--- src/hw/rtl/psrl_pkg.sv ---
`timescale 1ns / 1ps
// ----------------------------------------------------------------------------
// Proportional share rate limiter package
// Shared widths, codes, records and the sequencer state type.
// ----------------------------------------------------------------------------
package psrl_pkg;

    localparam int RATE_W         = 48;
    localparam int TIME_W         = 32;
    localparam int BYTE_W         = 32;
    localparam int WEIGHT_W       = 17;
    localparam int TRIG_W         = 16;
    localparam int MODE_W         = 2;
    localparam int FLOW_W         = 4;
    localparam int HALF_W         = 24;
    localparam int PROD_W         = 2 * HALF_W;
    localparam int ACC_W          = 96;
    localparam int STEP_W         = 7;
    localparam int PADDR_W        = 5;
    localparam int PDATA_W        = 64;

    localparam int FLOW_SLOTS_DEF = 16;
    localparam int RATE_FRAC_DEF  = 16;

    localparam logic [RATE_W-1:0]   RATE_MAX   = '1;
    localparam logic [WEIGHT_W-1:0] WEIGHT_ONE = 17'h10000;

    localparam logic [RATE_W-1:0]   RST_RATE_CAP = '1;
    localparam logic [WEIGHT_W-1:0] RST_WEIGHT   = 17'd6554;
    localparam logic [TRIG_W-1:0]   RST_TRIGGER  = 16'd512;

    localparam logic [MODE_W-1:0] MODE_OFFER   = 2'd0;
    localparam logic [MODE_W-1:0] MODE_SEND    = 2'd1;
    localparam logic [MODE_W-1:0] MODE_RELEASE = 2'd2;

    localparam logic [1:0] CFG_RATE_CAP = 2'd0;
    localparam logic [1:0] CFG_WEIGHT   = 2'd1;
    localparam logic [1:0] CFG_TRIGGER  = 2'd2;
    localparam logic [1:0] CFG_LIMIT_EN = 2'd3;

    localparam logic [1:0] MAC_SH0  = 2'd0;
    localparam logic [1:0] MAC_SH24 = 2'd1;
    localparam logic [1:0] MAC_SH48 = 2'd2;

    typedef struct packed {
        logic [RATE_W-1:0] offered;
        logic [RATE_W-1:0] allowed;
        logic [RATE_W-1:0] send;
        logic [TIME_W-1:0] t_offer;
        logic [TIME_W-1:0] t_send;
    } t_flow_rec;

    typedef struct packed {
        logic              vld;
        logic              clr;
        logic [HALF_W-1:0] a;
        logic [HALF_W-1:0] b;
        logic [1:0]        sh;
    } t_mac_op;

    typedef struct packed {
        logic              start;
        logic [ACC_W-1:0]  dividend;
        logic [STEP_W-1:0] steps;
    } t_div_cmd;

    typedef enum logic [4:0] {
        ST_IDLE,
        ST_READ,
        ST_THR_MAC,
        ST_THR_END,
        ST_THR_CMP,
        ST_DIV,
        ST_DIV_WAIT,
        ST_BLD_MAC,
        ST_BLD_END,
        ST_BLD_RES,
        ST_SHR_CHK,
        ST_SHR_MAC,
        ST_SHR_END,
        ST_SHR_DIV,
        ST_SHR_WAIT,
        ST_WRITE,
        ST_OUT
    } t_state;

endpackage

--- src/hw/rtl/psrl_tbl.sv ---
`timescale 1ns / 1ps
// ----------------------------------------------------------------------------
// Flow table
// One synchronous memory of flow records with a registered read; entries
// never written read as zero through a valid bit per entry.
// ----------------------------------------------------------------------------
module psrl_tbl #(
    parameter int FLOW_SLOTS = psrl_pkg::FLOW_SLOTS_DEF,
    parameter int IDX_W      = 4
) (
    input  logic                 i_clk,
    input  logic                 i_rst_n,
    input  logic                 i_rd_en,
    input  logic [IDX_W-1:0]     i_rd_idx,
    output psrl_pkg::t_flow_rec  o_rd_rec,
    input  logic                 i_wr_en,
    input  logic [IDX_W-1:0]     i_wr_idx,
    input  psrl_pkg::t_flow_rec  i_wr_rec
);

    psrl_pkg::t_flow_rec       r_mem [FLOW_SLOTS];
    logic [FLOW_SLOTS-1:0]     r_valid;
    psrl_pkg::t_flow_rec       r_rdata;
    logic                      r_rd_valid;

    always_ff @(posedge i_clk) begin
        if (!i_rst_n) begin
            r_valid <= '0;
        end else if (i_wr_en) begin
            r_valid[i_wr_idx] <= 1'b1;
        end
    end

    always_ff @(posedge i_clk) begin
        if (i_wr_en) begin
            r_mem[i_wr_idx] <= i_wr_rec;
        end
        if (i_rd_en) begin
            r_rdata    <= r_mem[i_rd_idx];
            r_rd_valid <= r_valid[i_rd_idx];
        end
    end

    assign o_rd_rec = r_rd_valid ? r_rdata : '0;

endmodule

--- config.mk ---
export PLATFORM = sky130hd
export DESIGN_NAME = psrl_tbl
export DESIGN_NICKNAME = d
export VERILOG_FILES = /design/src/hw/rtl/psrl_pkg.sv /design/src/hw/rtl/psrl_tbl.sv
export SDC_FILE = /design/constraint.sdc
export NUM_CORES = 2
export LEC_CHECK = 0
export ABC_AREA = 1
export BUFFER_PORTS_ARGS = -buffer_cell sky130_fd_sc_hd__buf_2
export CAP_MARGIN = 40
export CORE_MARGIN = 2
export CORE_UTILIZATION = 29
export CTS_CLUSTER_DIAMETER = 40
export DETAILED_ROUTE_END_ITERATION = 6
export PLACE_DENSITY = 0.4
export SYNTH_ARGS = -nofsm -noshare
export SYNTH_HDL_FRONTEND = slang
export SYNTH_SLANG_ARGS = --single-unit
--- constraint.sdc ---
create_clock -name i_clk -period 20 [get_ports i_clk]
set_clock_uncertainty 0.05 [all_clocks]
set_input_delay 4 -clock i_clk [delete_from_list [all_inputs] [get_ports i_clk]]
set_output_delay 4 -clock i_clk [all_outputs]
set_load 0.03 [all_outputs]
==> results.cfg <==
[logic_synthesis]
netlist_instances = 13000
synth_seq_area_share = 0.728
synthesis.area_mm2 = 0.146
syn_nets = 13300
ys_types = 18
syn-mean-instance-area_um2 = 11.2
yosysWarnings = 0
ys_seq_elements = 3553

[final_layout]
layout.nets = 13800
syn2layout_area_growth_pct = 21.2
multiInputGateArea_mm2 = 0.0304
nFillCells = 49700
mostFrequentLayoutCell = nand2_1
regArea_mm2 = 0.107
drive_gt1_frac = 0.118
layout_common_cells = nand2_1 (4797), edfxtp_1 (3537), nand3_1 (2396)

[die]
fp.dieW_um = 714
start_util = 0.292
io_pins = 428
dieArea_mm2 = 0.510
fp.dieH_um = 714
core_mm2 = 0.502
num_rows = 260

[worst_setup_path]
slowest_delay_ns = 0.73
crit_required_ns = 15.95
cp_cell_sequence = buf_4 -> buf_16 -> buf_4 -> buf_16 -> nand2_1 -> inv_1 -> buf_2
critPathCapture = o_rd_rec[26]
slowest_stage = edfxtp_1
crit_type = flop to output port
path_depth = 7
startpoint = r_rd_valid
critPathArrivalTime_ns = 3.70
reg2reg_to = r_rdata[84]
rr_startpoint = r_mem[1][84]
r2r_setup_slack_ns = 18.61
path_max_fanout = 49
startpoint_type = flop
crit_family = buffers and inverters
reg2reg_depth = 6
end_kind = output port
crit_buf_inv = 6

[timing]
fmax_ghz = 0.129
final-max-slew-violation-count = 0
min_period_over_period = 0.387
grt_setup_unrepaired = false
setup-tns-final_ns = 0
finalCriticalPeriod_ns = 7.75
hold_violations = 0
setup_violations = 0
slew_headroom = 0.226
worst_pin_slew_ns = 1.16
setup_slack_ns = 12.25

[clock_tree]
clock_path_buffers = 4
ctsRootBufferMaster = clkbuf_16
cts_tree = yes
cts_resized = 0
cts.sinks = 3553
htree_levels = 6
clk_latency_ns = 1.06
post_cts_buffers = 0
hold_buffers = 0
cts_made_buffers = 603
cts.clk_slew.worst_paths_ns = 0.05

[global_routing]
overflow = 0
grt-busiest-layer = met2
grt_pass1_wl_mm = 670
grt_pass1_vias = 91800
gr-usage-met1 = 0.247
grtUsageTotal = 0.178
globalRouteMet3Util = 0.0319
gr-usage-met2 = 0.287
grt_start_max_net_pins = 184
antenna_found_initial = 130

[drt]
antenna_left = 0
vias = 94200
dr.first_iter.drc_count = 6352
firstDrtPassIters = 7
routed_via_density = 4.53
drt-wirelength-per-cell_um = 22.4
drc = 0
route.final.wire_length_mm = 466

[power_and_ir_drop]
ir_drop_mv = 0.0929
cellLeakagePower_nw = 71.4
power_density_mw_per_mm2 = 114
p_total_mw = 20.2

[placed_design]
port_buffers = 427
gp_congestion = 0.705
pre_cts_ws_ns = 11.19
hpwl_mm = 231

[status]
status = complete, no violations

[hold_path]
hp-class = flop to flop

[run]
cap_violations = 0
## cells in the mapped netlist, drive strengths merged
cell type | count | area share
nand2 | 4797 | 0.12
edfxtp | 3537 | 0.73
nand3 | 2396 | 0.082
inv | 1504 | 0.039
buf | 583 | 0.022
clkbuf | 136 | 0.0035
or2 | 36 | 0.0015
nor2 | 28 | 0.00072
dfxtp | 16 | 0.0022
a21oi | 4 | 0.00014
nor3 | 4 | 0.00014
o21a | 2 | 0.00010
clkinv | 1 | 0.000034
## worst min-delay path by stage
stage                     slack, ns  cells after the start        start           to
final                          0.40                      2   r_valid[4]   r_valid[4]
after global routing           0.44                      2   r_valid[7]   r_valid[7]
after CTS                      0.40                      2   r_valid[4]   r_valid[4]
after detailed placement       0.40                      2   r_valid[4]   r_valid[4]
after global placement         0.40                      2  r_valid[11]  r_valid[11]
after floorplan                0.39                      2   r_valid[4]   r_valid[4]
## logic make-up (layout without fill, tap and decap cells)
family          Yosys count  count (layout)  share of synthesized area
buf+inv                2224            3270                     0.0644
other cells               0              34                          0
simple gates           7261            7261                      0.207
flops                  3553            3553                      0.728
compound gates            6               6                   0.000239
## registers in the layout (all words and copies together) (netlist names)
| name | cells |
|---|---|
| r_mem | 3328 |
| r_rd_valid | 1 |
| r_rdata | 208 |
| r_valid | 16 |
## stage by stage
stage / area, um2 / hold WS [ns] / utilization / cells
after floorplan: 146000 / 0.385 / - / 13000
after global placement: 155000 / 0.400 / 0.309 / 19600
after detailed placement: 156000 / 0.397 / 0.311 / 19700
after CTS: 177000 / 0.404 / 0.353 / 20800
after global routing: 177000 / 0.441 / 0.353 / 20800
final: 177000 / 0.403 / 0.353 / 20800
## worst min-delay path: stages, from the launching register on
cell and delay (ns):
dfxtp_1 0.29, inv_1 0.06, a21oi_1 0.06
## report_power, final
group,switching (mW),total (mW),internal (mW)
sequential,0.0567,8.46,8.40
clock,3.87,10.7,6.82
combinational,0.815,1.08,0.268
## cell type report
type                       instances  share of cell area
tap                             6681              0.0471
multi-input combinational       7267               0.172
inverter                        1505              0.0325
clock inverter                   423              0.0307
antenna                           34            0.000480
clock buffer                     687              0.0880
timing repair buffer             655              0.0289
sequential                      3553               0.601
## routing by layer
| layer | share of wire | up-vias | wire [um] |
|---|---|---|---|
| met3 | 0.050 | 794 | 23300 |
| li1 | - | 44700 | - |
| met4 | 0.025 | 56 | 11600 |
| met5 | 0.00075 | - | 350 |
| met1 | 0.46 | 46700 | 215000 |
| met2 | 0.46 | 1936 | 216000 |
Note: power is estimated with default switching activity, not from simulation.
