===== config.mk =====
export PLATFORM = sky130hd
export DESIGN_NAME = psrl_mac
export DESIGN_NICKNAME = d
export VERILOG_FILES = /design/src/hw/rtl/psrl_pkg.sv /design/src/hw/rtl/psrl_mac.sv
export SDC_FILE = /design/constraint.sdc
export NUM_CORES = 2
export LEC_CHECK = 0
export ABC_AREA = 1
export BUFFER_PORTS_ARGS = -buffer_cell sky130_fd_sc_hd__clkbuf_2
export CORE_AREA = 2 2 324 326
export DETAILED_ROUTE_END_ITERATION = 12
export DIE_AREA = 0 0 326 328
export PLACE_DENSITY_LB_ADDON = 0.2
export SETUP_SLACK_MARGIN = 0.15
export SLEW_MARGIN = 10
export SYNTH_ARGS = -nofsm -noshare
export SYNTH_HDL_FRONTEND = slang
export SYNTH_SLANG_ARGS = --single-unit

===== constraint.sdc =====
create_clock -name i_clk -period 6.3 [get_ports i_clk]
set_clock_uncertainty 0.1 [all_clocks]
set_input_delay 0.315 -clock i_clk [delete_from_list [all_inputs] [get_ports i_clk]]
set_output_delay 0.315 -clock i_clk [all_outputs]
set_load 0.05 [all_outputs]

===== src/hw/rtl/psrl_pkg.sv =====
`timescale 1ns / 1ps
// ----------------------------------------------------------------------------
// Proportional share rate limiter package
// Shared widths, codes, records and the sequencer state type.
// ----------------------------------------------------------------------------
package psrl_pkg;

    localparam int RATE_W         = 48;
    localparam int TIME_W         = 32;
    localparam int BYTE_W         = 32;
    localparam int WEIGHT_W       = 17;
    localparam int TRIG_W         = 16;
    localparam int MODE_W         = 2;
    localparam int FLOW_W         = 4;
    localparam int HALF_W         = 24;
    localparam int PROD_W         = 2 * HALF_W;
    localparam int ACC_W          = 96;
    localparam int STEP_W         = 7;
    localparam int PADDR_W        = 5;
    localparam int PDATA_W        = 64;

    localparam int FLOW_SLOTS_DEF = 16;
    localparam int RATE_FRAC_DEF  = 16;

    localparam logic [RATE_W-1:0]   RATE_MAX   = '1;
    localparam logic [WEIGHT_W-1:0] WEIGHT_ONE = 17'h10000;

    localparam logic [RATE_W-1:0]   RST_RATE_CAP = '1;
    localparam logic [WEIGHT_W-1:0] RST_WEIGHT   = 17'd6554;
    localparam logic [TRIG_W-1:0]   RST_TRIGGER  = 16'd512;

    localparam logic [MODE_W-1:0] MODE_OFFER   = 2'd0;
    localparam logic [MODE_W-1:0] MODE_SEND    = 2'd1;
    localparam logic [MODE_W-1:0] MODE_RELEASE = 2'd2;

    localparam logic [1:0] CFG_RATE_CAP = 2'd0;
    localparam logic [1:0] CFG_WEIGHT   = 2'd1;
    localparam logic [1:0] CFG_TRIGGER  = 2'd2;
    localparam logic [1:0] CFG_LIMIT_EN = 2'd3;

    localparam logic [1:0] MAC_SH0  = 2'd0;
    localparam logic [1:0] MAC_SH24 = 2'd1;
    localparam logic [1:0] MAC_SH48 = 2'd2;

    typedef struct packed {
        logic [RATE_W-1:0] offered;
        logic [RATE_W-1:0] allowed;
        logic [RATE_W-1:0] send;
        logic [TIME_W-1:0] t_offer;
        logic [TIME_W-1:0] t_send;
    } t_flow_rec;

    typedef struct packed {
        logic              vld;
        logic              clr;
        logic [HALF_W-1:0] a;
        logic [HALF_W-1:0] b;
        logic [1:0]        sh;
    } t_mac_op;

    typedef struct packed {
        logic              start;
        logic [ACC_W-1:0]  dividend;
        logic [STEP_W-1:0] steps;
    } t_div_cmd;

    typedef enum logic [4:0] {
        ST_IDLE,
        ST_READ,
        ST_THR_MAC,
        ST_THR_END,
        ST_THR_CMP,
        ST_DIV,
        ST_DIV_WAIT,
        ST_BLD_MAC,
        ST_BLD_END,
        ST_BLD_RES,
        ST_SHR_CHK,
        ST_SHR_MAC,
        ST_SHR_END,
        ST_SHR_DIV,
        ST_SHR_WAIT,
        ST_WRITE,
        ST_OUT
    } t_state;

endpackage


===== src/hw/rtl/psrl_mac.sv =====
`timescale 1ns / 1ps
// ----------------------------------------------------------------------------
// Shared multiply-accumulate unit
// A 24 by 24 bit multiplier, registered, feeding a 96-bit accumulator with a
// shift of 0, 24 or 48 bits per partial product.
// ----------------------------------------------------------------------------
module psrl_mac (
    input  logic                             i_clk,
    input  logic                             i_rst_n,
    input  psrl_pkg::t_mac_op                i_op,
    output logic [psrl_pkg::ACC_W-1:0]       o_acc
);

    logic                              r_vld;
    logic                              r_clr;
    logic [1:0]                        r_sh;
    logic [psrl_pkg::PROD_W-1:0]       r_prod;
    logic [psrl_pkg::ACC_W-1:0]        r_acc;
    logic [psrl_pkg::ACC_W-1:0]        shifted;
    logic [psrl_pkg::ACC_W-1:0]        base;

    always_comb begin
        case (r_sh)
            psrl_pkg::MAC_SH24: shifted = psrl_pkg::ACC_W'(r_prod) << 24;
            psrl_pkg::MAC_SH48: shifted = psrl_pkg::ACC_W'(r_prod) << 48;
            default:            shifted = psrl_pkg::ACC_W'(r_prod);
        endcase
        base = r_clr ? '0 : r_acc;
    end

    always_ff @(posedge i_clk) begin
        if (!i_rst_n) begin
            r_vld <= 1'b0;
        end else begin
            r_vld <= i_op.vld;
        end
    end

    always_ff @(posedge i_clk) begin
        if (i_op.vld) begin
            r_prod <= psrl_pkg::PROD_W'(i_op.a) * psrl_pkg::PROD_W'(i_op.b);
            r_sh   <= i_op.sh;
            r_clr  <= i_op.clr;
        end
        if (r_vld) begin
            r_acc <= base + shifted;
        end
    end

    assign o_acc = r_acc;

endmodule


==> impl_results.md <==
- Run status: finished clean
- Synth Area per Inst: 6.60 um^2
- Slew headroom: 0.469
- RSZ-0062 raised after global routing: yes
- DRC: 0
- Antenna cell count: 0
- Largest net degree at the start of global routing: 84
- Clock slew at reported path FFs: 0.07 ns
- Fmax: approximately 0.17 GHz
- Final hold vios: 0
- Gr usage total: 0.235
- Die ar.: between 100000 and 150000 um^2
- Core Region: around 100000 um^2
- First-pass GRT wire length: 191 mm
- Routability congestion estimate: about 0.96
- Fin crit period: slightly below 6 ns
- Buf/Inv on CP: 10
- Worst path max stage delay: 0.55 ns
- Antenna-violating nets left: 0
- Final period util: 0.936
- IO Port Bufs: ~150
- Post-Route WL: around 120 mm
- 1st-pass router iterations: 6
- Initial core utilization: 0.348
- Hold Path Class: in2reg
- Top delay family on crit path: adder cells
- HPWL Detailed: about 110 mm
- Total clock sinks: about 150
- Mapped cell area: about 36000 um^2
- Synthesis warning total: 0
- CP arrival: roughly 6 ns
- Syn_nets: roughly 6300
- Multi-input combinational cell area: 24800 um^2
- Synthesized flop and latch total: roughly 150
- CTS tree: done
- # fillers: between 10000 and 15000
- Slowest cell on the critical path: fa_1
- Startpoint types: primary input
- Vias in the first global route: between 30000 and 40000
- Unique masters post-synth: 36
- # H-tree levels: 4
- Io pins: 150
- Global route overflow: 0
- Root Buffer: clkbuf_16
- Seq/Total Area, Yosys: 0.123
- Via count: 32600
- FF+latch area: about 4400 um^2
- Setup WS post-layout: just over 0.4 ns
- Inserted Clock Buffers: 17
- Routed vias/inst: 4.57
- Clock Path Buffers: 2
- Initial antenna violation count: 0
- Crit-path max FO: 12
- Mapped Cells: ~5400
- CP Capture Type: register
- Pre-CTS setup slack: -0.317 ns
- Postcts setup bufs: 0
- Setup violators final: 0
- Max Slew Vio Count: 0
- Die height: between 300 and 400 um
- Worst-Skew Late Latency: between 0.4 and 0.5 ns
- # nets final: about 6500
- Actual transition at the worst max-transition pin: 0.797 ns
- P&R area growth vs syn: 13.3%
- Worst EP required: 6.43 ns
- Initial DRC Count: around 2200
- FP Rows: 118
- Chip width: ~330 um
- Post-route core utilization: 0.394
- Crit path kind: in2reg
- Max-cap viol count: 0
- Post-DR wirelength/cell: about 17 um
- Placement-stage cell area: between 40000 and 50000 um^2
- Post-layout instance area: approximately 40000 um^2
- Share of layout cells above drive strength 1: 0.0884
==> Yosys cell counts <==
cell / count / share of area
nand2_1: 1852 / 0.19
inv_1: 1643 / 0.17
fa_1: 483 / 0.27
nor2_1: 356 / 0.037
ha_1: 271 / 0.094
edfxtp_1: 147 / 0.12
a21oi_1: 118 / 0.016
nand3_1: 113 / 0.016
clkbuf_1: 112 / 0.012
xor2_1: 75 / 0.018
o22ai_1: 48 / 0.0084
nor2_2: 32 / 0.0056
o21ai_0: 32 / 0.0045
nand4_1: 31 / 0.0054
inv_2: 20 / 0.0021
nor3_1: 15 / 0.0021
nand2_2: 14 / 0.0024
nand3_2: 12 / 0.0033
xnor2_1: 11 / 0.0027
o21bai_1: 10 / 0.0021
nor3_2: 9 / 0.0025
and2_1: 7 / 0.0012
buf_1: 6 / 0.00063
nor2_4: 5 / 0.0016
o21a_1: 5 / 0.0010
buf_2: 4 / 0.00056
a21boi_0: 3 / 0.00063
a21o_1: 2 / 0.00042
a31oi_1: 2 / 0.00035
clkinv_1: 2 / 0.00021
dfxtp_1: 1 / 0.00056
nand3b_1: 1 / 0.00021
nor3b_1: 1 / 0.00021
nor4_1: 1 / 0.00017
o2111ai_1: 1 / 0.00024
or2_1: 1 / 0.00017
==> repair_timing <==
| action | CTS | global route |
|---|---|---|
| hold endpoints to repair | 4 | 0 |
| gates resized for setup | 0 | 29 |
| hold buffers | 4 | 0 |
| setup endpoints to repair | 0 | 22 |
==> sequential cells by signal, summed over array words and instances, names as in the netlist <==
name and cells:
o_acc 96, r_clr 1, r_prod 48, r_sh 2, r_vld 1
==> worst paths after layout <==
check	startpoint	end	slack, ns	depth (start not counted)
worst max-delay path	i_op[12]	r_prod[31]$_DFFE_PP_	0.41	25
worst min-delay path	i_op[51]	r_vld$_SDFF_PN0_	0.33	4
worst max register to register	r_sh[0]$_DFFE_PP_	o_acc[74]$_DFFE_PP_	1.76	18
worst min register to register	r_prod[0]$_DFFE_PP_	o_acc[0]$_DFFE_PP_	0.57	3
==> cell type report <==
type / count / share of cell area
Tap cell: 1380 / 0.0424
Sequential cell: 148 / 0.109
Inverter: 1665 / 0.154
Clock buffer: 17 / 0.0104
Clock inverter: 15 / 0.00415
Timing Repair Buffer: 382 / 0.0712
Multi-Input combinational cell: 3511 / 0.609
==> cell usage in the layout (no fill, tap or decap), drive strengths merged, types with 3 or more instances in the layout <==
cell | Yosys | final
o21bai | 10 | 10
nor3 | 24 | 24
inv | 1663 | 1671
nand4 | 31 | 31
clkinv | 2 | 3
clkbuf | 112 | 163
xnor2 | 11 | 11
clkinvlp | 0 | 4
ha | 271 | 271
a21oi | 118 | 118
fa | 483 | 483
buf | 10 | 232
o21ai | 32 | 32
nor2 | 393 | 393
nand3 | 125 | 125
and2 | 7 | 7
edfxtp | 147 | 147
o21a | 5 | 5
nand2 | 1866 | 1866
a21boi | 3 | 3
xor2 | 75 | 75
o22ai | 48 | 48
dlygate4sd3 | 0 | 4
==> metrics by stage <==
step                      setup TNS, ns  hold WS (ns)  cells
after floorplan                       0         0.308   5446
after global placement            -2.80         0.397   7082
after detailed placement          -4.07         0.394   7082
after CTS                             0         0.354   7118
after global routing                  0         0.381   7118
final                                 0         0.335   7118
==> logic make-up after synthesis <==
kind of cell    share of synthesized area
fa+ha+maj                           0.363
simple gates                        0.271
flops                               0.123
xor+xnor                           0.0210
compound gates                     0.0340
buf+inv                             0.187
==> worst register-to-register path: cells and delay by family, from the launching register on <==
kind,cells,cell delay [ns]
simple gates,10,1.67
flops,1,0.37
fa+ha+maj,2,0.71
compound gates,1,0.31
buf+inv,5,1.13
==> routing by layer <==
layer	up-vias	wire length (um)	global-route usage
li1	16100	-	-
met1	15500	55000	0.309
met4	0	4540	0.0837
met5	-	0	0
met3	151	5480	0.0170
met2	812	58900	0.406
Power is not shown: default switching activity piles up to over one toggle a cycle in this logic, so the estimate is an artifact.
