===== config.mk =====
export PLATFORM = sky130hd
export DESIGN_NAME = psrl_div
export DESIGN_NICKNAME = d
export VERILOG_FILES = /design/src/hw/rtl/psrl_pkg.sv /design/src/hw/rtl/psrl_div.sv
export SDC_FILE = /design/constraint.sdc
export NUM_CORES = 1
export LEC_CHECK = 0
export BUFFER_PORTS_ARGS = -buffer_cell sky130_fd_sc_hd__buf_2
export CAP_MARGIN = 20
export CORE_MARGIN = 8
export CORE_UTILIZATION = 35
export CTS_CLUSTER_SIZE = 8
export DETAILED_ROUTE_END_ITERATION = 10
export MAX_ROUTING_LAYER = met4
export PLACE_DENSITY = 0.56
export SKIP_LAST_GASP = 1
export SYNTH_ARGS = -nofsm -noshare
export SYNTH_HDL_FRONTEND = slang
export SYNTH_SLANG_ARGS = --single-unit

===== constraint.sdc =====
create_clock -name i_clk -period 4.4 [get_ports i_clk]
set_input_delay 0.22 -clock i_clk [delete_from_list [all_inputs] [get_ports i_clk]]
set_output_delay 0.22 -clock i_clk [all_outputs]
set_load 0.1 [all_outputs]

===== src/hw/rtl/psrl_pkg.sv =====
`timescale 1ns / 1ps
// ----------------------------------------------------------------------------
// Proportional share rate limiter package
// Shared widths, codes, records and the sequencer state type.
// ----------------------------------------------------------------------------
package psrl_pkg;

    localparam int RATE_W         = 48;
    localparam int TIME_W         = 32;
    localparam int BYTE_W         = 32;
    localparam int WEIGHT_W       = 17;
    localparam int TRIG_W         = 16;
    localparam int MODE_W         = 2;
    localparam int FLOW_W         = 4;
    localparam int HALF_W         = 24;
    localparam int PROD_W         = 2 * HALF_W;
    localparam int ACC_W          = 96;
    localparam int STEP_W         = 7;
    localparam int PADDR_W        = 5;
    localparam int PDATA_W        = 64;

    localparam int FLOW_SLOTS_DEF = 16;
    localparam int RATE_FRAC_DEF  = 16;

    localparam logic [RATE_W-1:0]   RATE_MAX   = '1;
    localparam logic [WEIGHT_W-1:0] WEIGHT_ONE = 17'h10000;

    localparam logic [RATE_W-1:0]   RST_RATE_CAP = '1;
    localparam logic [WEIGHT_W-1:0] RST_WEIGHT   = 17'd6554;
    localparam logic [TRIG_W-1:0]   RST_TRIGGER  = 16'd512;

    localparam logic [MODE_W-1:0] MODE_OFFER   = 2'd0;
    localparam logic [MODE_W-1:0] MODE_SEND    = 2'd1;
    localparam logic [MODE_W-1:0] MODE_RELEASE = 2'd2;

    localparam logic [1:0] CFG_RATE_CAP = 2'd0;
    localparam logic [1:0] CFG_WEIGHT   = 2'd1;
    localparam logic [1:0] CFG_TRIGGER  = 2'd2;
    localparam logic [1:0] CFG_LIMIT_EN = 2'd3;

    localparam logic [1:0] MAC_SH0  = 2'd0;
    localparam logic [1:0] MAC_SH24 = 2'd1;
    localparam logic [1:0] MAC_SH48 = 2'd2;

    typedef struct packed {
        logic [RATE_W-1:0] offered;
        logic [RATE_W-1:0] allowed;
        logic [RATE_W-1:0] send;
        logic [TIME_W-1:0] t_offer;
        logic [TIME_W-1:0] t_send;
    } t_flow_rec;

    typedef struct packed {
        logic              vld;
        logic              clr;
        logic [HALF_W-1:0] a;
        logic [HALF_W-1:0] b;
        logic [1:0]        sh;
    } t_mac_op;

    typedef struct packed {
        logic              start;
        logic [ACC_W-1:0]  dividend;
        logic [STEP_W-1:0] steps;
    } t_div_cmd;

    typedef enum logic [4:0] {
        ST_IDLE,
        ST_READ,
        ST_THR_MAC,
        ST_THR_END,
        ST_THR_CMP,
        ST_DIV,
        ST_DIV_WAIT,
        ST_BLD_MAC,
        ST_BLD_END,
        ST_BLD_RES,
        ST_SHR_CHK,
        ST_SHR_MAC,
        ST_SHR_END,
        ST_SHR_DIV,
        ST_SHR_WAIT,
        ST_WRITE,
        ST_OUT
    } t_state;

endpackage


===== src/hw/rtl/psrl_div.sv =====
`timescale 1ns / 1ps
// ----------------------------------------------------------------------------
// Iterative divider
// Restoring division, one quotient bit per cycle; the dividend arrives
// aligned to its top bit and the step count sets the quotient width.
// ----------------------------------------------------------------------------
module psrl_div #(
    parameter int DVS_W = 52
) (
    input  logic                         i_clk,
    input  logic                         i_rst_n,
    input  psrl_pkg::t_div_cmd           i_cmd,
    input  logic [DVS_W-1:0]             i_divisor,
    output logic                         o_done,
    output logic [psrl_pkg::ACC_W-1:0]   o_quot
);

    logic                               r_busy;
    logic                               r_done;
    logic [psrl_pkg::STEP_W-1:0]        r_cnt;
    logic [psrl_pkg::ACC_W-1:0]         r_q;
    logic [DVS_W-1:0]                   r_rem;
    logic [DVS_W-1:0]                   r_dvs;
    logic [DVS_W:0]                     trial;
    logic [DVS_W:0]                     diff;
    logic                               ge;

    always_comb begin
        trial = {r_rem, r_q[psrl_pkg::ACC_W-1]};
        diff  = trial - {1'b0, r_dvs};
        ge    = trial >= {1'b0, r_dvs};
    end

    always_ff @(posedge i_clk) begin
        if (!i_rst_n) begin
            r_busy <= 1'b0;
            r_done <= 1'b0;
            r_cnt  <= '0;
        end else begin
            r_done <= 1'b0;
            if (i_cmd.start) begin
                r_busy <= 1'b1;
                r_cnt  <= i_cmd.steps;
            end else if (r_busy) begin
                r_cnt <= r_cnt - psrl_pkg::STEP_W'(1);
                if (r_cnt == psrl_pkg::STEP_W'(1)) begin
                    r_busy <= 1'b0;
                    r_done <= 1'b1;
                end
            end
        end
    end

    always_ff @(posedge i_clk) begin
        if (i_cmd.start) begin
            r_q   <= i_cmd.dividend;
            r_rem <= '0;
            r_dvs <= i_divisor;
        end else if (r_busy) begin
            r_q   <= {r_q[psrl_pkg::ACC_W-2:0], ge};
            r_rem <= ge ? diff[DVS_W-1:0] : trial[DVS_W-1:0];
        end
    end

    assign o_done = r_done;
    assign o_quot = r_q;

endmodule


==> results.py, run 1 <==
metrics = {
    "finish": {
        "fillers": 3004,
        "area_growth_pct": 36.14,
        "finalCoreUtilization_pct": 48.45,
        "final_common_cell": "buf_2",
        "fin_cells": 1939,
        "final_cell_mix": "253 x buf_2, 162 x dlygate4sd3_1, 148 x edfxtp_1",
        "drive_gt1_share_pct": 27.35,
        "final_nets": 1681,
    },
    "setup_path": {
        "reg2regPathDepth": 12,
        "cp_max_fo": 21,
        "worstSetupPathType": "flop to flop",
        "cp_slowest_cell": "o41ai_1",
        "critPathLaunchType": "flop",
        "reg2reg_from": "r_dvs[32]$_DFFE_PP_",
        "ff2ff_setup_slack_ps": 790,
        "r2r_end": "r_rem[48]$_SDFFE_PP0P_",
        "slowest_delay_ps": 520,
        "end_kind": "flop",
        "critPathBufInv": 2,
        "arrival_ps": 4070,
        "worstPathCellList": "inv_1 -> ha_1 -> nand2_2 -> o21ai_1 -> nand2b_1 -> a31oi_1 -> o41ai_1 -> a41o_2 -> a21o_1 -> buf_4 -> nand2_1 -> o221ai_1",
        "crit_required_ps": 4860,
        "crit_family": "compound AO/OA/AOI/OAI gates",
    },
    "cts": {
        "clock_sinks": 209,
        "cts_tree": "done",
        "clock_path_buffers": 3,
        "ctsRootBufferMaster": "clkbuf_16",
        "cts-resized-gates": 0,
        "clkTransAtPathRegs_ps": 60,
        "cts_inserted_buffers": 30,
        "clock_latency_ps": 590,
        "cts_max_level": 1,
    },
    "timing": {
        "period_needed_ps": 3608,
        "finalSetupTns_ps": 0,
        "skew_ps": 44.14,
        "rsz0062_at_grt": "false",
        "drv_slew": 0,
        "setup_viol": 0,
        "worst_slew_pin_slew_ps": 859.2,
        "post-route-period-util_pct": 82.00,
        "slew_headroom_pct": 42.72,
        "fmax_mhz": 277.1,
        "hold_viol": 0,
    },
    "worst_hold_path": {
        "hold_end": "r_rem[22]$_SDFFE_PP0P_",
        "whs_path_depth": 2,
        "hp-start": "i_cmd[103]",
        "hold_path_class": "primary input to flop",
    },
    "detailed_routing": {
        "drc": 0,
        "vias": 9700,
        "drtIter0Drc": 582,
        "wirelength_mm": 35.88,
        "ant_nets": 0,
        "viasPerCell": 5.003,
        "dr.pass1.iters": 7,
        "routedWlPerCell_um": 18.51,
    },
    "synth": {
        "synth-compound-area-share_pct": 15.46,
        "synth_xor_area_share_pct": 3.697,
        "ys.flop_type": "edfxtp_1",
        "synth_fp_nets": 1269,
        "ys_async_sr_fraction_pct": 0,
        "ys_seq_area_share_pct": 48.81,
        "syn-cell-area_um2": 11610,
        "synth_fa_ha_area_share_pct": 5.993,
        "yosys.area_share.simple_pct": 9.292,
        "syn_area_per_cell_um2": 10.99,
        "netlist_instances": 1056,
        "synth_cell_type_count": 71,
        "yosys_warnings": 0,
        "ys_seq_elements": 209,
        "synth_mux_area_share_pct": 12.26,
        "synth_top_family_by_area": "compound AO/OA/AOI/OAI gates",
        "synth_edf_count": 148,
    },
    "die": {
        "die_area_um2": 39250,
        "rows": 66,
        "core_area_um2": 32620,
        "die-width_um": 198.1,
        "start_util_pct": 35.58,
        "ios": 255,
        "die_h_um": 198.1,
    },
    "place": {
        "dp_hpwl_mm": 25.45,
        "gp_congestion": 0.8925,
        "placed_cells": 1716,
        "portBuffers": 254,
    },
    "power_and_ir_drop": {
        "p_leak_nw": 6.616,
        "p_per_area_nw_per_um2": 414.8,
        "peakVddDrop_mv": 0.3770,
    },
    "global_route": {
        "overflow": 0,
        "grt_pass1_vias": 10349,
        "antenna_found_initial": 4,
        "grt_use_total_pct": 18.58,
        "grt_pass1_wl_mm": 56.67,
        "grt_max_degree": 156,
    },
    "run": {
        "drv_cap": 0,
    },
    "run_status": {
        "status": "complete, no violations",
    },
}
what timing repair did:
item	in CTS	in global routing
buffers inserted	0	0
hold buffers	162	0
hold endpoints to repair	156	0
routing by layer:
layer	part of all wire [%]	vias to the layer above	track usage [%]
li1	-	4777	-
met1	44	4602	22.49
met2	48	270	31.00
met3	6.1	51	4.703
met4	2.0	0	3.982
met5	0	-	-
cells in the mapped netlist, drive strengths merged, types with 4 or more instances:
| cell | count | share of area (%) |
|---|---|---|
| a21o | 27 | 1.7 |
| o211ai | 4 | 0.30 |
| a32oi | 12 | 0.91 |
| nand2b | 9 | 0.49 |
| buf | 12 | 1.0 |
| a31oi | 9 | 0.49 |
| nor2 | 90 | 2.9 |
| clkbuf | 34 | 1.1 |
| a211oi | 38 | 2.5 |
| a311oi | 9 | 0.68 |
| mux2 | 97 | 9.4 |
| o21bai | 14 | 0.91 |
| edfxtp | 148 | 38 |
| o41ai | 5 | 0.38 |
| mux2i | 33 | 2.8 |
| nand2 | 54 | 1.8 |
| ha | 54 | 5.8 |
| nor3 | 12 | 0.52 |
| a21boi | 6 | 0.39 |
| xnor2 | 31 | 2.3 |
| o21ai | 45 | 1.9 |
| a21oi | 71 | 3.2 |
| o21a | 5 | 0.32 |
| nor4 | 4 | 0.32 |
| nor2b | 8 | 0.43 |
| xor2 | 18 | 1.4 |
| nand4 | 14 | 0.75 |
| inv | 72 | 2.3 |
| and3 | 5 | 0.27 |
| or4 | 4 | 0.29 |
| dfxtp | 61 | 11 |
| nand3 | 13 | 0.60 |
worst max-delay path by stage:
stage / cells after the start / from / end
after floorplan: 12 / o_quot[95]$_DFFE_PP_ / r_rem[48]$_SDFFE_PP0P_
after detailed placement: 12 / r_dvs[31]$_DFFE_PP_ / r_rem[48]$_SDFFE_PP0P_
after CTS: 12 / r_dvs[32]$_DFFE_PP_ / r_rem[48]$_SDFFE_PP0P_
final: 12 / r_dvs[32]$_DFFE_PP_ / r_rem[48]$_SDFFE_PP0P_
after global routing: 12 / r_dvs[32]$_DFFE_PP_ / r_rem[48]$_SDFFE_PP0P_
after global placement: 12 / r_dvs[31]$_DFFE_PP_ / r_rem[48]$_SDFFE_PP0P_
cell type report:
| class | instances | area [µm²] | share of cell area (%) |
|---|---|---|---|
| Antenna cell | 5 | 12.51 | 0.07918 |
| Clock buffer | 55 | 854.6 | 5.408 |
| Clock inverter | 1 | 30.03 | 0.1900 |
| Inverter | 73 | 276.5 | 1.750 |
| Multi-Input combinational cell | 728 | 5420 | 34.30 |
| Sequential cell | 209 | 5667 | 35.86 |
| Tap cell | 442 | 553.0 | 3.500 |
| Timing Repair Buffer | 426 | 2989 | 18.92 |
metrics by stage:
step	instance area (µm²)	worst slack [ps]	hold WS, ps	power, mW
2_1_floorplan	11610	1101	318.9	3.899
3_3_place_gp	13280	903.1	398.0	4.282
3_5_place_dp	13280	819.7	398.1	4.290
4_1_cts	15790	782.3	158.1	6.615
5_1_grt	15800	459.8	183.3	6.851
6_report	15800	791.8	174.4	6.554
power breakdown:
part           internal, mW  total (mW)  switching [mW]
registers              2.32        2.42           0.103
logic                 0.600        1.96            1.36
clock network          1.29        2.17           0.880
total                  4.21        6.55            2.34
kinds of logic (layout without fill, tap and decap cells):
kind of cell	after synthesis	after routing
AND/OR/NAND/NOR	227	227
buffers and inverters	119	555
XOR/XNOR	49	49
adder cells (fa/ha/maj)	55	55
AO/OA/AOI/OAI	267	267
multiplexers	130	130
flip-flops	209	209
other	0	5
registers in the layout, indices dropped and copies added, names as in the netlist:
signal,cells
r_busy,1
r_cnt,7
o_done,1
o_quot,96
r_rem,52
r_dvs,52
No activity file was read; power rests on OpenSTA's default activity.
==> run 2, diff against run 1 <==
--- a/config.mk
+++ b/config.mk
@@ -5,6 +5,7 @@
 export SDC_FILE = /design/constraint.sdc
 export NUM_CORES = 1
 export LEC_CHECK = 0
+export ABC_AREA = 1
 export BUFFER_PORTS_ARGS = -buffer_cell sky130_fd_sc_hd__buf_2
 export CAP_MARGIN = 20
 export CORE_MARGIN = 8
@@ -12,7 +13,7 @@
 export CTS_CLUSTER_SIZE = 8
 export DETAILED_ROUTE_END_ITERATION = 10
 export MAX_ROUTING_LAYER = met4
-export PLACE_DENSITY = 0.56
+export PLACE_DENSITY = 0.57
 export SKIP_LAST_GASP = 1
 export SYNTH_ARGS = -nofsm -noshare
 export SYNTH_HDL_FRONTEND = slang
==> constraint.sdc (replaced) <==
create_clock -name i_clk -period 3.23 [get_ports i_clk]
set_input_delay 0.1615 -clock i_clk [delete_from_list [all_inputs] [get_ports i_clk]]
set_output_delay 0.1615 -clock i_clk [all_outputs]
set_load 0.1 [all_outputs]
==> run 2 against run 1 <==
Compared with the run above: via count increased by 39%; clock skew down 36 ps; critical path depth grew 3; design area grew 12%; core utilization down 2.2 points; cell count is 50% higher; wire length is 28% higher; setup slack got worse by 330 ps; largest cell class is now multi-input combinational cells.
==> results.py, run 2 <==
metrics = {
    "run_status": {
        "status": "complete, no violations",
    },
    "timing": {
        "slew_headroom_pct": 31.05,
        "drv_slew": 0,
        "rsz0062_at_grt": "false",
        "finalSetupTns_ps": 0,
        "period_needed_ps": 2765,
        "setup_viol": 0,
        "skew_ps": 8.370,
        "setup_ws_ps": 464.9,
        "post-route-period-util_pct": 85.61,
        "holdWs_ps": 288.2,
        "worst_slew_pin_slew_ps": 1034,
        "hold_viol": 0,
        "fmax_mhz": 361.6,
    },
    "setup_path": {
        "reg2reg_from": "r_dvs[2]$_DFFE_PP_",
        "reg2regPathDepth": 15,
        "worstSetupPathType": "flop to flop",
        "cp_max_fo": 52,
        "ff2ff_setup_slack_ps": 460,
        "critPathCapture": "r_rem[0]$_SDFFE_PP0P_",
        "crit_start": "r_dvs[2]$_DFFE_PP_",
        "end_kind": "flop",
        "critPathLaunchType": "flop",
        "crit_required_ps": 3690,
        "arrival_ps": 3220,
        "r2r_end": "r_rem[0]$_SDFFE_PP0P_",
    },
    "cts": {
        "cts_tree": "done",
        "postCtsSetupRepairBufs": 0,
        "clock_latency_ps": 580,
        "ctsRootBufferMaster": "clkbuf_16",
        "clock_path_buffers": 3,
        "clock_sinks": 209,
        "cts_max_level": 1,
        "cts_inserted_buffers": 30,
        "clkTransAtPathRegs_ps": 50,
    },
    "die": {
        "ios": 255,
        "rows": 72,
        "die_area_um2": 44990,
        "die-width_um": 212.1,
        "core_area_um2": 38290,
        "die_h_um": 212.1,
        "start_util_pct": 35.16,
    },
    "detailed_routing": {
        "vias": 13460,
        "dr.max_layer_used": "met4",
        "wirelength_mm": 45.97,
        "met3_length_mm": 2.792,
        "drtIter0Drc": 722,
        "viasPerCell": 4.632,
        "routedWlPerCell_um": 15.82,
        "drt-met1-wl_mm": 20.89,
        "drc": 0,
        "met2WireLength_mm": 20.90,
        "ant_nets": 0,
        "dr.pass1.iters": 6,
    },
    "synth": {
        "synth_cell_type_count": 39,
        "ys.flop_type": "edfxtp_1",
        "synth_most_common_cell": "nand2_1",
        "synth_largest_area_cell": "edfxtp_1",
        "synth_fp_nets": 2175,
        "yosysTopAreaCellShare_pct": 33.02,
        "synth_edf_count": 148,
        "yosys-top-cells-area": "edfxtp_1 33%, nand2_1 24%, inv_1 10%, dfxtp_1 9.1%, ha_1 5.0%",
        "yosys_warnings": 0,
        "ys_seq_elements": 209,
        "ys_seq_area_share_pct": 42.09,
        "ys_async_sr_fraction_pct": 0,
        "syn-cell-area_um2": 13460,
        "syn_area_per_cell_um2": 6.861,
        "synth_commonest_cells": "848 x nand2_1, 374 x inv_1, 148 x edfxtp_1, 127 x nand3_1, 87 x nor2_1",
        "netlist_instances": 1962,
    },
    "place": {
        "gp_congestion": 0.9492,
        "place_ws_ps": 471.7,
        "dp_hpwl_mm": 34.69,
        "portBuffers": 254,
    },
    "power_and_ir_drop": {
        "p_leak_nw": 9.250,
        "report.power.total_mw": 8.100,
        "p_per_area_nw_per_um2": 457.4,
        "peakVddDrop_mv": 0.4425,
    },
    "global_route": {
        "grt_use_total_pct": 20.85,
        "antenna_found_initial": 1,
        "overflow": 0,
        "grt_pass1_wl_mm": 72.81,
        "grt_max_degree": 99,
        "grt_pass1_vias": 13800,
    },
    "finish": {
        "largest_reg_flops": 96,
        "final_common_cell": "nand2_1",
        "area_growth_pct": 31.56,
        "final_nets": 2577,
        "drive_gt1_share_pct": 13.62,
        "final_cell_mix": "848 x nand2_1, 373 x inv_1, 253 x buf_2",
    },
    "run": {
        "drv_cap": 0,
    },
    "worst_hold_path": {
        "hp-start": "i_divisor[4]",
        "whs_path_depth": 2,
        "hold_path_class": "primary input to flop",
    },
}
==> run 2: worst min path at each step <==
stage                       endpoint  slack, ps
2_1_floorplan  r_cnt[0]$_SDFFE_PN0P_        260
3_3_place_gp     r_dvs[17]$_DFFE_PP_        340
3_5_place_dp     r_dvs[16]$_DFFE_PP_        340
4_1_cts          r_dvs[37]$_DFFE_PP_        260
5_1_grt           r_dvs[2]$_DFFE_PP_        270
6_report          r_dvs[4]$_DFFE_PP_        290
==> run 2: timing repair <==
item / in CTS / in global routing
hold endpoints to repair: 168 / 0
gates resized for setup: 0 / 0
hold buffers: 157 / 0
==> run 2: cells by family (layout without fill, tap and decap cells) <==
logic type	after synthesis	after routing	synth area share, %
flops	209	209	42.09
fa+ha+maj	55	55	5.168
other cells	0	1	0
simple gates	1152	1152	35.09
buf+inv	441	866	12.63
compound gates	77	77	3.198
xor+xnor	28	28	1.822
==> run 2: power by group <==
part	total (mW)	switching [mW]	internal, mW	leakage [nW]
Combinational	1.92	1.47	0.451	6.85
Sequential	3.21	0.104	3.11	1.99
Clock	2.97	1.21	1.75	0.416
Total	8.10	2.78	5.31	9.25
==> run 2: through the flow <==
step / area [µm²] / utilization (%) / std cells
final: 17710 / 46.25 / 2906
after global routing: 17710 / 46.25 / 2906
after CTS: 17710 / 46.25 / 2905
after detailed placement: 15250 / 39.84 / 2693
after global placement: 15250 / 39.84 / 2693
after floorplan: 13460 / - / 1962
==> run 2: layout make-up <==
class | instances | area (µm²)
Fill cell | 3952 | 20580
Timing Repair Buffer | 424 | 2959
Clock inverter | 2 | 33.78
Tap cell | 518 | 648.1
Clock buffer | 53 | 847.1
Sequential cell | 209 | 5665
Inverter | 387 | 1455
Multi-Input combinational cell | 1312 | 6097
Antenna cell | 1 | 2.502
==> run 2: critical path: stages (launching register included) <==
cell	delay, ps
edfxtp_1	320
inv_1	40
ha_1	360
nand2_1	90
nand2_1	70
inv_1	70
nand2_2	80
nand2_1	60
nand2_1	110
nand2_1	90
nand3_1	230
nand2_2	170
buf_4	490
nand4_1	160
nand3_1	120
o21ai_0	80
==> run 2: metal layers <==
metal  vias up  track usage, %
li1       6884               -
met3        83           4.142
met5         -               -
met4         0           6.135
met2       423           33.26
met1      6070           26.60
==> run 3, diff against run 2 <==
--- a/config.mk
+++ b/config.mk
@@ -13,7 +13,8 @@
 export CTS_CLUSTER_SIZE = 8
 export DETAILED_ROUTE_END_ITERATION = 10
 export MAX_ROUTING_LAYER = met4
-export PLACE_DENSITY = 0.57
+export PLACE_DENSITY = 0.55
+export SETUP_SLACK_MARGIN = 0.5
 export SKIP_LAST_GASP = 1
 export SYNTH_ARGS = -nofsm -noshare
 export SYNTH_HDL_FRONTEND = slang
==> constraint.sdc (replaced) <==
create_clock -name i_clk -period 2.7 [get_ports i_clk]
set_input_delay 0.135 -clock i_clk [delete_from_list [all_inputs] [get_ports i_clk]]
set_output_delay 0.135 -clock i_clk [all_outputs]
set_load 0.1 [all_outputs]
==> run 3 against run 2 <==
Compared with the run above: register-to-register slack worse by 90 ps; non-clock buffer count is 40 higher; combinational power is 30% higher; maximum frequency is 19% higher; global-route usage is 0.94 points higher; cell count is 1.4% higher; total power is 22% higher; wire length is 11% higher; count of clock-buffer cells in the layout is 2 higher; core utilization is 4.9 points higher; largest cell class unchanged; sequential power is 20% higher.
==> results.py, run 3 (synthesis gave the netlist of run 2 again) <==
metrics = {
    "detailed_routing": {
        "drtIter0Drc": 787,
        "ant_nets": 0,
        "vias": 13896,
        "viasPerCell": 4.715,
        "dr.pass1.iters": 5,
        "routedWlPerCell_um": 17.37,
        "drc": 0,
        "wirelength_mm": 51.20,
    },
    "timing": {
        "setup_viol": 0,
        "rsz0062_at_grt": "true",
        "hold_viol": 0,
        "finalSetupTns_ps": 0,
        "period_needed_ps": 2329,
        "worst_slew_pin_slew_ps": 1019,
        "holdWs_ps": 252.5,
        "drv_slew": 0,
        "post-route-period-util_pct": 86.28,
        "skew_ps": 20.05,
        "slew_headroom_pct": 32.06,
        "fmax_mhz": 429.3,
    },
    "finish": {
        "multi_input_area_um2": 7300,
        "finalInstanceArea_um2": 19580,
        "regArea_um2": 5665,
        "final_cell_mix": "781 x nand2_1, 348 x inv_1, 253 x buf_2",
        "drive_gt1_share_pct": 23.31,
        "area_growth_pct": 45.45,
        "fillers": 3757,
        "largest_reg_flops": 96,
        "fin_cells": 2947,
        "final_nets": 2617,
        "final_common_cell": "nand2_1",
    },
    "setup_path": {
        "reg2regPathDepth": 15,
        "slowest_delay_ps": 330,
        "arrival_ps": 2800,
        "crit_required_ps": 3170,
        "reg2reg_from": "r_dvs[31]$_DFFE_PP_",
        "ff2ff_setup_slack_ps": 370,
        "cp_max_fo": 7,
        "worstSetupPathType": "flop to flop",
        "r2r_end": "r_rem[46]$_SDFFE_PP0P_",
        "cp_slowest_cell": "edfxtp_1",
        "end_kind": "flop",
        "critPathLaunchType": "flop",
        "worstPathCellList": "inv_2 -> ha_4 -> nand2_4 -> nor2_4 -> inv_2 -> nor2_4 -> nand2_2 -> nor3_4 -> nand2_8 -> nand3_4 -> buf_12 -> clkbuf_16 -> nand3_2 -> nand3_1 -> nand2_1",
    },
    "cts": {
        "clock_sinks": 209,
        "ctsRootBufferMaster": "clkbuf_16",
        "clock_path_buffers": 3,
        "clock_latency_ps": 590,
        "cts_inserted_buffers": 30,
        "cts_tree": "done",
        "clkTransAtPathRegs_ps": 60,
        "cts_max_level": 1,
    },
    "power_and_ir_drop": {
        "p_per_area_nw_per_um2": 506.3,
        "p_leak_nw": 9.687,
        "peakVddDrop_mv": 0.4638,
    },
    "die": {
        "die-width_um": 212.1,
        "start_util_pct": 35.16,
        "rows": 72,
        "core_area_um2": 38290,
        "die_h_um": 212.1,
        "die_area_um2": 44990,
        "ios": 255,
    },
    "place": {
        "placement.cell_area_um2": 15440,
        "portBuffers": 254,
        "gp_congestion": 0.9715,
        "placed_cells": 2698,
        "dp_hpwl_mm": 35.22,
    },
    "worst_hold_path": {
        "whs_path_depth": 2,
        "hp-start": "i_divisor[35]",
        "hold_path_class": "primary input to flop",
        "hold_end": "r_dvs[35]$_DFFE_PP_",
    },
    "global_route": {
        "antenna_found_initial": 1,
        "grt_pass1_wl_mm": 75.90,
        "grt_use_total_pct": 21.79,
        "overflow": 0,
        "grt_max_degree": 116,
        "grt_pass1_vias": 14093,
    },
    "run_status": {
        "status": "complete, no violations",
    },
    "run": {
        "drv_cap": 0,
    },
}
-- run 3: layout make-up --
class	instances	share of cell area [%]
sequential	209	28.94
clock buffer	55	4.365
timing repair buffer	464	18.43
tap	518	3.311
clock inverter	1	0.1534
antenna	1	0.01278
inverter	387	7.503
multi-input combinational	1312	37.29
-- run 3: critical path: cells and delay by family (launching register included) --
kind                     cells  cell delay [ps]
buffers and inverters        4              400
adder cells (fa/ha/maj)      1              300
flip-flops                   1              330
AND/OR/NAND/NOR             10             1160
-- run 3: per-stage QoR --
| step | total power [mW] | util [%] | worst slack (ps) |
|---|---|---|---|
| global route | 10.30 | 51.13 | 297.0 |
| CTS | 9.982 | 49.44 | 455.9 |
| global placement | 6.033 | 40.32 | 233.2 |
| finish | 9.912 | 51.13 | 370.5 |
| floorplan | 5.528 | - | 148.5 |
| detailed placement | 6.038 | 40.32 | 255.3 |
-- run 3: repair_timing --
item,4_1_cts,5_1_grt
gates cloned,2,10
buffers inserted,11,11
gates resized for setup,154,85
setup endpoints to repair,53,54
pin swaps,10,34
hold endpoints to repair,168,0
hold buffers,158,0
-- run 3: worst max path at each step --
| stage | from | end | depth (start not counted) |
|---|---|---|---|
| global route | r_dvs[32]$_DFFE_PP_ | r_rem[45]$_SDFFE_PP0P_ | 15 |
| CTS | r_dvs[0]$_DFFE_PP_ | r_rem[32]$_SDFFE_PP0P_ | 15 |
| global placement | r_dvs[44]$_DFFE_PP_ | r_rem[18]$_SDFFE_PP0P_ | 13 |
| finish | r_dvs[31]$_DFFE_PP_ | r_rem[46]$_SDFFE_PP0P_ | 15 |
| floorplan | o_quot[95]$_DFFE_PP_ | r_rem[32]$_SDFFE_PP0P_ | 15 |
| detailed placement | r_dvs[35]$_DFFE_PP_ | r_rem[18]$_SDFFE_PP0P_ | 13 |
-- run 3: report_power, final --
part	switching (mW)	internal (mW)	total, mW
logic	1.84	0.646	2.49
clock network	1.46	2.11	3.57
registers	0.134	3.72	3.85
-- run 3: routing by layer --
metal	up-vias	share of wire, %	track usage, %
met1	6385	44	28.00
met4	0	3.1	5.775
met5	-	0	-
met3	85	5.9	3.626
met2	457	47	35.33
li1	6969	-	-
